[src/sv/bsws_pkg.sv]
package bsws_pkg;

  localparam int unsigned MaxWorkers = 8;
  localparam int unsigned CountW  = 32;
  localparam int unsigned BoundW  = 16;
  localparam int unsigned ActiveW = 4;
  localparam int unsigned WidW    = 3;
  localparam int unsigned CfgIdxW = 2;
  localparam int unsigned CfgW    = 32;

  localparam logic [CfgIdxW-1:0] CFG_STALL_BOUND  = 2'd0;
  localparam logic [CfgIdxW-1:0] CFG_ACTIVE_COUNT = 2'd1;
  localparam logic [CfgIdxW-1:0] CFG_UPDATE_LIMIT = 2'd2;

  localparam logic [BoundW-1:0]  RST_STALL_BOUND  = 16'd0;
  localparam logic [ActiveW-1:0] RST_ACTIVE_COUNT = 4'd8;
  localparam logic [CountW-1:0]  RST_UPDATE_LIMIT = 32'd1;

  typedef struct packed {
    logic cap_w;
    logic inc_rep;
    logic set_fin;
    logic idx_clr;
    logic idx_inc;
    logic scan_rd;
    logic scan_min;
    logic elig_clr;
    logic mask_build;
    logic load_rep;
    logic load_rel;
    logic load_term;
  } bsws_cmd_t;

  typedef struct packed {
    logic finished;
    logic inactive;
    logic limit_hit;
    logic scan_end;
    logic rep_elig;
    logic rel_any;
    logic rel_bit;
    logic rel_last;
    logic out_free;
  } bsws_stat_t;

endpackage

[src/sv/bounded_staleness_worker_scheduler_core.sv]
// Flow: a word from an inactive worker gives no result unless the run is finished; a terminating word
// gives its terminate result, and a scheduling word gives its results after two passes (minimum, then
// bound check) over the count memory's read port, then walks the indices to release, waiting out any
// output stall. A new word is accepted only in idle, after every result of the last word is loaded.
// Reset: asynchronous, active low; counts read as zero through per-entry valid bits, flags clear,
// registers return to their reset values, and the block is ready as soon as reset is released.
module bounded_staleness_worker_scheduler_core
  import bsws_pkg::*;
(
  input  logic               clk_i,
  input  logic               rst_ni,
  input  logic               in_valid_i,
  output logic               in_ready_o,
  input  logic [WidW-1:0]    worker_id_i,
  output logic               out_valid_o,
  input  logic               out_ready_i,
  output logic [WidW-1:0]    grant_worker_o,
  output logic               terminate_o,
  output logic               last_o,
  input  logic               cfg_we_i,
  input  logic [CfgIdxW-1:0] cfg_idx_i,
  input  logic [CfgW-1:0]    cfg_wdata_i
);

  bsws_cmd_t  cmd;
  bsws_stat_t stat;

  bsws_ctrl u_ctrl (
    .clk_i      (clk_i),
    .rst_ni     (rst_ni),
    .in_valid_i (in_valid_i),
    .in_ready_o (in_ready_o),
    .stat_i     (stat),
    .cmd_o      (cmd)
  );

  bsws_dpath u_dpath (
    .clk_i          (clk_i),
    .rst_ni         (rst_ni),
    .worker_id_i    (worker_id_i),
    .out_valid_o    (out_valid_o),
    .out_ready_i    (out_ready_i),
    .grant_worker_o (grant_worker_o),
    .terminate_o    (terminate_o),
    .last_o         (last_o),
    .cfg_we_i       (cfg_we_i),
    .cfg_idx_i      (cfg_idx_i),
    .cfg_wdata_i    (cfg_wdata_i),
    .cmd_i          (cmd),
    .stat_o         (stat)
  );

endmodule

[src/sv/bsws_ctrl.sv]
module bsws_ctrl
  import bsws_pkg::*;
(
  input  logic       clk_i,
  input  logic       rst_ni,
  input  logic       in_valid_i,
  output logic       in_ready_o,
  input  bsws_stat_t stat_i,
  output bsws_cmd_t  cmd_o
);

  typedef enum logic [3:0] {
    S_IDLE,
    S_CHK,
    S_INC,
    S_MIN,
    S_ELIG,
    S_ELIGW,
    S_MASK,
    S_REP,
    S_REL,
    S_TERM
  } state_e;

  state_e state_q, state_d;

  always_ff @(posedge clk_i or negedge rst_ni) begin
    if (!rst_ni) begin
      state_q <= S_IDLE;
    end else begin
      state_q <= state_d;
    end
  end

  assign in_ready_o = (state_q == S_IDLE);

  always_comb begin
    state_d = state_q;
    cmd_o   = '0;
    case (state_q)
      S_IDLE: begin
        if (in_valid_i) begin
          cmd_o.cap_w = 1'b1;
          state_d     = S_CHK;
        end
      end
      S_CHK: begin
        if (stat_i.finished) begin
          state_d = S_TERM;
        end else if (stat_i.inactive) begin
          state_d = S_IDLE;
        end else begin
          state_d = S_INC;
        end
      end
      S_INC: begin
        cmd_o.inc_rep = 1'b1;
        if (stat_i.limit_hit) begin
          cmd_o.set_fin = 1'b1;
          state_d       = S_TERM;
        end else begin
          cmd_o.idx_clr  = 1'b1;
          cmd_o.elig_clr = 1'b1;
          state_d        = S_MIN;
        end
      end
      S_MIN: begin
        cmd_o.scan_rd  = 1'b1;
        cmd_o.scan_min = 1'b1;
        if (stat_i.scan_end) begin
          cmd_o.idx_clr = 1'b1;
          state_d       = S_ELIG;
        end else begin
          cmd_o.idx_inc = 1'b1;
        end
      end
      S_ELIG: begin
        cmd_o.scan_rd = 1'b1;
        if (stat_i.scan_end) begin
          state_d = S_ELIGW;
        end else begin
          cmd_o.idx_inc = 1'b1;
        end
      end
      S_ELIGW: begin
        state_d = S_MASK;
      end
      S_MASK: begin
        cmd_o.mask_build = 1'b1;
        cmd_o.idx_clr    = 1'b1;
        state_d          = S_REP;
      end
      S_REP: begin
        if (stat_i.rep_elig) begin
          if (stat_i.out_free) begin
            cmd_o.load_rep = 1'b1;
            state_d        = stat_i.rel_any ? S_REL : S_IDLE;
          end
        end else begin
          state_d = stat_i.rel_any ? S_REL : S_IDLE;
        end
      end
      S_REL: begin
        if (stat_i.rel_bit) begin
          if (stat_i.out_free) begin
            cmd_o.load_rel = 1'b1;
            if (stat_i.rel_last) begin
              state_d = S_IDLE;
            end else begin
              cmd_o.idx_inc = 1'b1;
            end
          end
        end else begin
          cmd_o.idx_inc = 1'b1;
        end
      end
      S_TERM: begin
        if (stat_i.out_free) begin
          cmd_o.load_term = 1'b1;
          state_d         = S_IDLE;
        end
      end
      default: begin
        state_d = S_IDLE;
      end
    endcase
  end

endmodule

[src/sv/bsws_dpath.sv]
module bsws_dpath
  import bsws_pkg::*;
(
  input  logic                clk_i,
  input  logic                rst_ni,
  input  logic [WidW-1:0]     worker_id_i,
  output logic                out_valid_o,
  input  logic                out_ready_i,
  output logic [WidW-1:0]     grant_worker_o,
  output logic                terminate_o,
  output logic                last_o,
  input  logic                cfg_we_i,
  input  logic [CfgIdxW-1:0]  cfg_idx_i,
  input  logic [CfgW-1:0]     cfg_wdata_i,
  input  bsws_cmd_t           cmd_i,
  output bsws_stat_t          stat_o
);

  localparam int unsigned IW = (MaxWorkers > 1) ? $clog2(MaxWorkers) : 1;
  localparam int unsigned CW = $clog2(MaxWorkers + 1);

  logic [BoundW-1:0]  stall_bound_q;
  logic [ActiveW-1:0] active_cnt_q;
  logic [CountW-1:0]  update_limit_q;

  logic [CountW-1:0]  cnt_mem [MaxWorkers];
  logic [MaxWorkers-1:0] cnt_vld_q;
  logic [CountW-1:0]  rd_data_q;
  logic               rd_vld_q;
  logic [IW-1:0]      rd_addr;
  logic [CountW-1:0]  cur_val;

  logic [WidW-1:0]    w_q;
  logic [IW-1:0]      w_idx;
  logic [MaxWorkers-1:0] w_oh;
  logic [CountW-1:0]  upd_cnt_q;
  logic [CountW-1:0]  upd_cnt_inc;
  logic               fin_q;

  logic [IW-1:0]      idx_q;
  logic [MaxWorkers-1:0] idx_oh;
  logic               scan_v_q;
  logic               scan_min_q;
  logic               scan_first_q;
  logic [IW-1:0]      scan_idx_q;
  logic [CountW-1:0]  min_q;
  logic [CountW-1:0]  lead;

  logic [MaxWorkers-1:0] elig_q;
  logic [MaxWorkers-1:0] halted_q;
  logic [MaxWorkers-1:0] rel_q;
  logic [MaxWorkers-1:0] rel_next;
  logic               rep_elig_q;

  logic [CW-1:0]      n_eff;
  logic               out_valid_q;
  logic [WidW-1:0]    grant_q;
  logic               term_q;
  logic               last_q;
  logic               out_free;
  logic               out_load;

  always_comb begin
    if (active_cnt_q == '0) begin
      n_eff = CW'(1);
    end else if (32'(active_cnt_q) > 32'(MaxWorkers)) begin
      n_eff = CW'(MaxWorkers);
    end else begin
      n_eff = CW'(active_cnt_q);
    end
  end

  always_ff @(posedge clk_i or negedge rst_ni) begin
    if (!rst_ni) begin
      stall_bound_q  <= RST_STALL_BOUND;
      active_cnt_q   <= RST_ACTIVE_COUNT;
      update_limit_q <= RST_UPDATE_LIMIT;
    end else if (cfg_we_i) begin
      case (cfg_idx_i)
        CFG_STALL_BOUND:  stall_bound_q  <= cfg_wdata_i[BoundW-1:0];
        CFG_ACTIVE_COUNT: active_cnt_q   <= cfg_wdata_i[ActiveW-1:0];
        CFG_UPDATE_LIMIT: update_limit_q <= cfg_wdata_i[CountW-1:0];
        default: begin
        end
      endcase
    end
  end

  assign w_idx       = IW'(w_q);
  assign w_oh        = {{(MaxWorkers-1){1'b0}}, 1'b1} << w_idx;
  assign idx_oh      = {{(MaxWorkers-1){1'b0}}, 1'b1} << idx_q;
  assign rd_addr     = cmd_i.scan_rd ? idx_q : w_idx;
  assign cur_val     = rd_vld_q ? rd_data_q : '0;
  assign upd_cnt_inc = upd_cnt_q + CountW'(1);
  assign lead        = cur_val - min_q;
  assign rel_next    = halted_q & elig_q & ~w_oh;

  always_ff @(posedge clk_i) begin
    if (cmd_i.inc_rep) begin
      cnt_mem[w_idx] <= cur_val + CountW'(1);
    end
    rd_data_q <= cnt_mem[rd_addr];
  end

  always_ff @(posedge clk_i or negedge rst_ni) begin
    if (!rst_ni) begin
      cnt_vld_q <= '0;
      rd_vld_q  <= 1'b0;
    end else begin
      if (cmd_i.inc_rep) begin
        cnt_vld_q[w_idx] <= 1'b1;
      end
      rd_vld_q <= cnt_vld_q[rd_addr];
    end
  end

  always_ff @(posedge clk_i) begin
    if (cmd_i.cap_w) begin
      w_q <= worker_id_i;
    end
  end

  always_ff @(posedge clk_i or negedge rst_ni) begin
    if (!rst_ni) begin
      upd_cnt_q    <= '0;
      fin_q        <= 1'b0;
      idx_q        <= '0;
      scan_v_q     <= 1'b0;
      scan_min_q   <= 1'b0;
      scan_first_q <= 1'b0;
      scan_idx_q   <= '0;
      min_q        <= '0;
      elig_q       <= '0;
      halted_q     <= '0;
      rel_q        <= '0;
      rep_elig_q   <= 1'b0;
    end else begin
      if (cmd_i.inc_rep) begin
        upd_cnt_q <= upd_cnt_inc;
      end
      if (cmd_i.set_fin) begin
        fin_q <= 1'b1;
      end
      if (cmd_i.idx_clr) begin
        idx_q <= '0;
      end else if (cmd_i.idx_inc) begin
        idx_q <= idx_q + IW'(1);
      end
      scan_v_q     <= cmd_i.scan_rd;
      scan_min_q   <= cmd_i.scan_min;
      scan_first_q <= (idx_q == '0);
      scan_idx_q   <= idx_q;
      if (scan_v_q && scan_min_q) begin
        if (scan_first_q || (cur_val < min_q)) begin
          min_q <= cur_val;
        end
      end
      if (cmd_i.elig_clr) begin
        elig_q <= '0;
      end else if (scan_v_q && !scan_min_q) begin
        elig_q[scan_idx_q] <= (lead <= CountW'(stall_bound_q));
      end
      if (cmd_i.mask_build) begin
        rel_q      <= rel_next;
        rep_elig_q <= elig_q[w_idx];
        halted_q   <= (halted_q & ~rel_next & ~w_oh) | (elig_q[w_idx] ? '0 : w_oh);
      end else if (cmd_i.load_rel) begin
        rel_q <= rel_q & ~idx_oh;
      end
    end
  end

  assign out_free = !out_valid_q || out_ready_i;
  assign out_load = cmd_i.load_rep || cmd_i.load_rel || cmd_i.load_term;

  always_ff @(posedge clk_i or negedge rst_ni) begin
    if (!rst_ni) begin
      out_valid_q <= 1'b0;
    end else if (out_load) begin
      out_valid_q <= 1'b1;
    end else if (out_ready_i) begin
      out_valid_q <= 1'b0;
    end
  end

  always_ff @(posedge clk_i) begin
    if (cmd_i.load_rep) begin
      grant_q <= w_q;
      term_q  <= 1'b0;
      last_q  <= (rel_q == '0);
    end else if (cmd_i.load_rel) begin
      grant_q <= WidW'(idx_q);
      term_q  <= 1'b0;
      last_q  <= ((rel_q & ~idx_oh) == '0);
    end else if (cmd_i.load_term) begin
      grant_q <= '0;
      term_q  <= 1'b1;
      last_q  <= 1'b1;
    end
  end

  assign out_valid_o    = out_valid_q;
  assign grant_worker_o = grant_q;
  assign terminate_o    = term_q;
  assign last_o         = last_q;

  assign stat_o.finished  = fin_q;
  assign stat_o.inactive  = (32'(w_q) >= 32'(n_eff));
  assign stat_o.limit_hit = (upd_cnt_inc >= update_limit_q);
  assign stat_o.scan_end  = (CW'(idx_q) == (n_eff - CW'(1)));
  assign stat_o.rep_elig  = rep_elig_q;
  assign stat_o.rel_any   = (rel_q != '0);
  assign stat_o.rel_bit   = rel_q[idx_q];
  assign stat_o.rel_last  = ((rel_q & ~idx_oh) == '0);
  assign stat_o.out_free  = out_free;

endmodule

[config.mk]
export PLATFORM = sky130hd
export DESIGN_NAME = bounded_staleness_worker_scheduler_core
export DESIGN_NICKNAME = d
export VERILOG_FILES = /design/src/sv/bsws_pkg.sv /design/src/sv/bounded_staleness_worker_scheduler_core.sv /design/src/sv/bsws_ctrl.sv /design/src/sv/bsws_dpath.sv
export SDC_FILE = /design/constraint.sdc
export NUM_CORES = 1
export LEC_CHECK = 0
export ABC_CLOCK_PERIOD_IN_PS = 7600
export BUFFER_PORTS_ARGS = -buffer_cell sky130_fd_sc_hd__buf_2
export CORE_MARGIN = 5
export CORE_UTILIZATION = 55
export CTS_CLUSTER_SIZE = 30
export DETAILED_ROUTE_END_ITERATION = 16
export PLACE_DENSITY = 0.7
export SYNTH_ARGS = -nofsm -noshare
export SYNTH_HDL_FRONTEND = slang
export SYNTH_SLANG_ARGS = --single-unit
export TNS_END_PERCENT = 50
[constraint.sdc]
create_clock -name clk_i -period 7.6 [get_ports clk_i]
set_clock_uncertainty 0.1 [all_clocks]
set_input_delay 0 -clock clk_i [delete_from_list [all_inputs] [get_ports clk_i]]
set_output_delay 0 -clock clk_i [all_outputs]
set_load 0.005 [all_outputs]
; Yosys cells after proc, flatten, opt, wreduce, memory -nomap -nowiden
; Memories as Yosys holds them, arrays and structs flattened. A register that Yosys moved wholly into a read port is not among the register bits.
; Cells that the tools add are included.
[word_totals]
inputBits = 42
register_bits = 173
output_inout_bits = 7
memories = 1
mem_bits_rw = 256
wordCells = 169
[op_classes]
shifts = 2
n_lt_le_gt_ge = 11
n_reduce_logical = 29
bitwise_logic = 10
n_mux = 68
add_sub_neg = 5
eq_ne = 20
[mem_list]
columns = memory, words, width, read_ports, rd_clocked_by_memory_dff, wr, line_no
row1 = u_dpath.cnt_mem, 8, 32, 1, 1, 1, bsws_dpath.sv:26  ; logic [CountW-1:0] cnt_mem [MaxWorkers];
[ops]
columns = cell, n
row1 = "32-bit by 1-bit adder with 32-bit output, second input constant", 2
row2 = 4-bit two-way mux, 14
row3 = 8-bit bitwise AND, 5
row4 = 8-bit two-way mux, 5
row5 = 4-bit case mux with 10 select lines, 1
row6 = 32-bit >= comparator, 1
row7 = 32-bit by 16-bit less-or-equal comparator with 1-bit output, 1
row8 = 32-bit < comparator, 1
row9 = 32-bit two-way mux, 1
row10 = 32-bit subtractor, 1
row11 = 1-bit two-way mux, 31
row12 = 8-bit inverter, 3
row13 = 3-bit two-way mux, 6
row14 = "4-bit by 3-bit equality test with 1-bit output, second input constant", 4
row15 = 8-bit logical NOT, 2
row16 = "3-bit by 4-bit < comparator with 1-bit output, second input constant", 4
row17 = 8-bit bitwise OR, 2
row18 = "1-bit by 3-bit left shift with 8-bit output, first input constant", 2
row19 = "2-bit inequality test, second input constant", 5
row20 = 1-bit binary-select mux with 3-bit select, 3
row21 = 8-bit bitwise mux, 1
row22 = "4-bit by 2-bit equality test with 1-bit output, second input constant", 2
row23 = "4-bit equality test, second input constant", 2
row24 = 4-bit logical NOT, 2
row25 = other kinds (26), 44

; Logic depth before layout (Yosys ltp)
[logic_depth]
ltp_word = 10
depth_mapped = 25
ltp_nobuf = 22

; By module
; A second synthesis with hierarchy kept.
[hier_totals]
cells_unflattened = 1776
hier_area_um2 = 22736.8
[by_module_without_submodules]
columns = mod, cells_per_inst, area_each_um2, seq_area_each_um2, instances
row1 = bsws_dpath, 1719, 22292.6, 12589.6, 1
row2 = bsws_ctrl, 57, 444.2, 100.1, 1

; Worst setup path after synthesis
; OpenSTA, ideal clock, no wires.
[synth_timing]
path_type = flip-flop to flip-flop
startpoint = register u_dpath.rd_vld_q
endpoint = register u_dpath.elig_q[6]
required_time_ns = 7.404
path_slack_ns = 2.386
period_less_slack_ns = 5.214
n_path_buf = 3
arrival_time_ns = 5.019
stages_incl_launch_ff = 25
setup_time_ns = 0.096
cell_sequence = dfrtp_1 clkbuf_1 clkbuf_1 clkbuf_1 nand2_1 ha_1 inv_1 fa_1 a21oi_1 maj3_2 o2bb2ai_1 a21boi_0 o21ai_0 nand3_1 nand2_1 xor2_1 ha_1 nand4_1 or3_1 or3_1 o21ai_0 nand3_1 nor4_2 nand4_2 o31ai_1
[synth_via]
elab_chain_cells = 6
[synth_lines]
columns = element, line_no
row1 = start: declaration, bsws_dpath.sv:29  ; logic rd_vld_q;
row2 = start signal: assignment, bsws_dpath.sv:113  ; rd_vld_q <= cnt_vld_q[rd_addr];
row3 = 32-bit two-way mux, bsws_dpath.sv:93  ; assign cur_val = rd_vld_q ? rd_data_q : '0;
row4 = 32-bit subtractor, bsws_dpath.sv:95  ; assign lead = cur_val - min_q;
row5 = 32-bit by 16-bit less-or-equal comparator with 1-bit output, bsws_dpath.sv:161  ; elig_q[scan_idx_q] <= (lead <= CountW'(stall_bound_q));
row6 = 8-bit bitwise mux, bsws_dpath.sv:161
row7 = 8-bit two-way mux, bsws_dpath.sv:160  ; end else if (scan_v_q && !scan_min_q) begin
row8 = 8-bit two-way mux, bsws_dpath.sv:158  ; if (cmd_i.elig_clr) begin
row9 = end signal: indexed assignment, bsws_dpath.sv:161
row10 = end: declaration, bsws_dpath.sv:49  ; logic [MaxWorkers-1:0] elig_q;
; Every way passes these cells. The select of a mux whose other input is x is not followed.
; A chain may end at the register's enable or synchronous reset.

; Worst setup path in the final report
[layout_timing]
startpoint = register u_dpath.rd_vld_q
endpoint = register u_dpath.elig_q[7]
[layout_via]
elab_chain_cells = 6
[layout_lines]
columns = element, line_no
row1 = 32-bit two-way mux, bsws_dpath.sv:93
row2 = net u_dpath.cur_val[1], bsws_dpath.sv:31  ; logic [CountW-1:0] cur_val;
row3 = 32-bit subtractor, bsws_dpath.sv:95
row4 = 32-bit by 16-bit less-or-equal comparator with 1-bit output, bsws_dpath.sv:161
row5 = 8-bit bitwise mux, bsws_dpath.sv:161
row6 = 8-bit two-way mux, bsws_dpath.sv:160
row7 = 8-bit two-way mux, bsws_dpath.sv:158
; The timed path passes the listed nets, and every way through them passes these cells. The select of a mux whose other input is x is not followed.

==> impl_metrics.ini <==
[global_routing]
grt_start_max_net_pins = 66
global_route.usage.total = 0.2182
first_global_vias = 14736
globalRoute.totalOverflow = 0
first_pass_grt_wire_length_microns = 78980
grt_antenna_before_repair = 0

[placement]
numPortBuffers = 48
dpl.cell_count = 2325
final_wtd_congestion = 0.9024
dp_hpwl_microns = 31340

[clocking]
worstSkewPairLatency_ps = 610
clockBufferDepth = 3
root_buffer = clkbuf_16
clock_sinks = 461
tritoncts = yes
number_of_instances_resized_during_post_cts_repair = 0
cts.htree.levels = 2
path_clk_slew_ps = 60
cts_made_buffers = 48

[timing]
max_slew.worst_pin.slew_ps = 956.6
final-setup-viol-count = 0
timing.max_slew.rel_slack = 0.3486
tns_ps = 0
part_of_the_cycle_the_worst_path_needs = 0.7060
highest_clock_frequency_the_design_can_meet_ghz = 0.1864
grt_setup_unrepaired = no
finalCriticalPeriod_ps = 5365
hold-worst-slack_ps = 27.23
final_hold_viol_count = 0
final_max_slew_violation_count = 0

[setup_path]
crit_path_max_fanout = 65
path_cells = buf_4 -> and2_1 -> fa_1 -> a21oi_1 -> maj3_2 -> o2bb2ai_1 -> a21boi_0 -> o21ai_0 -> nand3_1 -> nand2_1 -> xor2_1 -> ha_1 -> nand4_1 -> or3_1 -> or3_1 -> o21ai_0 -> nand3_1 -> nor4_2 -> nand4_2 -> o31ai_1
criticalPathCategory = reg2reg
critPathCaptureType = register
cpMaxStageDelayCell = buf_4
arrival_worst_endpoint_ps = 5770
start_kind = register
worst-endpoint-required_ps = 8010
cpPeakStageDelay_ps = 500

[synth]
synthesis.instances = 1800
synth.ff_latch_count = 461
synth_ff_type = edfxtp_1
cell_with_the_most_instances_after_synthesis = edfxtp_1
synth-warning-count = 0
synthesis.nets = 1930
syn_avg_cell_area_sq_um = 12.60
area_share_of_the_largest_cell_type_after_synthesis = 0.3482
synthesis.area_sq_um = 22680
synth_seq_area_share = 0.5594
synth_top_cells_by_area = edfxtp_1 35%, dfrtp_1 18%, mux4_2 7.0%
synth.lib_cells_used.distinct = 91
largest_area_contributor_in_the_synthesized_netlist = edfxtp_1
synth.top_cells.by_count = 263 x edfxtp_1, 163 x dfrtp_1, 142 x nand2_1, 109 x inv_1, 94 x mux2_2
synthArstFlopShare = 0.3579
synth_edf_count = 263

[routing]
routed-via-count = 14464
ant_nets = 0
route.detailed.drc = 0
routedWlPerCell_microns = 19.55
firstDrtPassIters = 5
drtIter0Drc = 1013
drt_wl_total_microns = 48480
detail_route.vias_per_cell = 5.832

[final_layout]
final_core_util = 0.6311
layout_fillers = 3042
nets = 2037
layoutNonFillerInstCount = 2480
post_route_cells_drive_above_1_share = 0.1839
syn_to_final_growth_pct = 13.61

[power_and_ir_drop]
power.static_leakage_nw = 10.05
power.density_cell_area_nw_per_um2 = 427.9
vdd_drop_max_v = 0.0002236

[die]
die_x_microns = 213.1
initial_utilization = 0.5555
ios = 49
std_cell_rows = 74
core_area_sq_um = 40830
die_h_microns = 213.1
die_area_sq_um = 45400

[flow_run]
max_cap_viol_count = 0

[outcome]
outcome = finished, final reports clean

[min_path]
hold_path_class = in2reg
==> final timing paths <==
check                      depth (start not counted)  slack, ps                              from                                endpoint
max                                               20       2230        u_dpath.rd_vld_q$_DFF_PN0_           u_dpath.elig_q[7]$_DFFE_PN0P_
min                                                2         30                    worker_id_i[1]              u_dpath.w_idx[1]$_DFFE_PP_
max reg2reg                                       20       2230        u_dpath.rd_vld_q$_DFF_PN0_           u_dpath.elig_q[7]$_DFFE_PN0P_
min reg2reg                                        1        370  u_dpath.cnt_vld_q[4]$_DFFE_PN0P_        u_dpath.cnt_vld_q[4]$_DFFE_PN0P_
max in group asynchronous                          5       5550                            rst_ni              u_dpath.rd_vld_q$_DFF_PN0_
min in group asynchronous                          4        380                            rst_ni  u_dpath.update_limit_q[20]$_DFFE_PN0P_
==> cell type report <==
class	count	area (sq um)	share of cell area
diodes	1	2.502	0.00009711
clock buffers	71	1409	0.05467
clock inverters	19	185.2	0.007186
inverters	109	409.1	0.01588
multi-input cells	1155	9353	0.3629
flip-flops and latches	461	12690	0.4925
well taps	532	665.6	0.02583
repair buffers	132	1055	0.04093
==> worst max-delay path: cells and delay by family (launching register included) <==
family	cells	cell delay, ps
XOR/XNOR	1	70
adder cells (fa/ha/maj)	3	840
AND/OR/NAND/NOR	9	2060
buffers and inverters	1	500
AO/OA/AOI/OAI	6	1380
flip-flops	1	350
==> repair_timing <==
action | 4_1_cts | 5_1_grt
endpoints found under the hold margin | 179 | 0
hold buffers | 64 | 0
buffers inserted | 0 | 0
==> flip-flops by register name (all words and copies together), names as in the netlist, 3 cells and up <==
name,flops
u_dpath.grant_worker_o,3
u_dpath.stall_bound_q,16
u_dpath.elig_q,8
u_dpath.rel_q,8
u_dpath.scan_idx_q,3
u_dpath.cnt_vld_q,8
u_dpath.rd_data_q,32
u_dpath.cnt_mem,256
u_dpath.halted_q,8
u_dpath.idx_q,3
u_ctrl.state_q,4
u_dpath.active_cnt_q,4
u_dpath.upd_cnt_q,32
u_dpath.min_q,32
u_dpath.update_limit_q,32
u_dpath.w_idx,3
==> kinds of logic (layout without fill, tap and decap cells) <==
logic type	count (synthesis)	in the layout	synth area share
AO/OA/AOI/OAI	279	279	0.08180
buffers and inverters	184	331	0.03277
adder cells (fa/ha/maj)	91	91	0.05025
AND/OR/NAND/NOR	500	500	0.1125
multiplexers	171	171	0.1193
flip-flops	461	461	0.5594
other	0	1	0
XOR/XNOR	114	114	0.04402
==> cells in the final DEF (no fill, tap or decap), drive strengths merged, types with 50 or more instances in the layout <==
cell type / count
a21oi: 59
and2: 50
buf: 69
clkbuf: 71
dfrtp: 163
dlygate4sd3: 63
edfxtp: 263
ha: 87
inv: 111
mux2: 94
mux4: 70
nand2: 144
nand3: 72
nor2: 82
o21ai: 86
xnor2: 63
xor2: 51
==> per-layer routing <==
| layer | GRT usage | share of wire | vias to the layer above |
|---|---|---|---|
| met4 | 0.06511 | 0.022 | 0 |
| met5 | 0 | 0 | - |
| met3 | 0.03130 | 0.048 | 63 |
| li1 | - | - | 6872 |
| met2 | 0.3618 | 0.49 | 323 |
| met1 | 0.3034 | 0.44 | 7206 |
==> through the flow <==
stage | setup WS, ps | total power [mW] | instance area (sq um)
after CTS | 2240 | 11.07 | 25770
after detailed placement | 2215 | 8.678 | 23520
after global routing | 1708 | 11.77 | 25770
after global placement | 2332 | 8.572 | 23520
final | 2235 | 11.03 | 25770
after floorplan | 2386 | 7.456 | 22680
==> where the power goes <==
part | internal [mW] | switching, mW | total (mW)
registers | 3.31 | 0.332 | 3.64
logic | 2.10 | 2.97 | 5.07
clock network | 1.33 | 0.985 | 2.32
(Power assumes the default switching activity.)
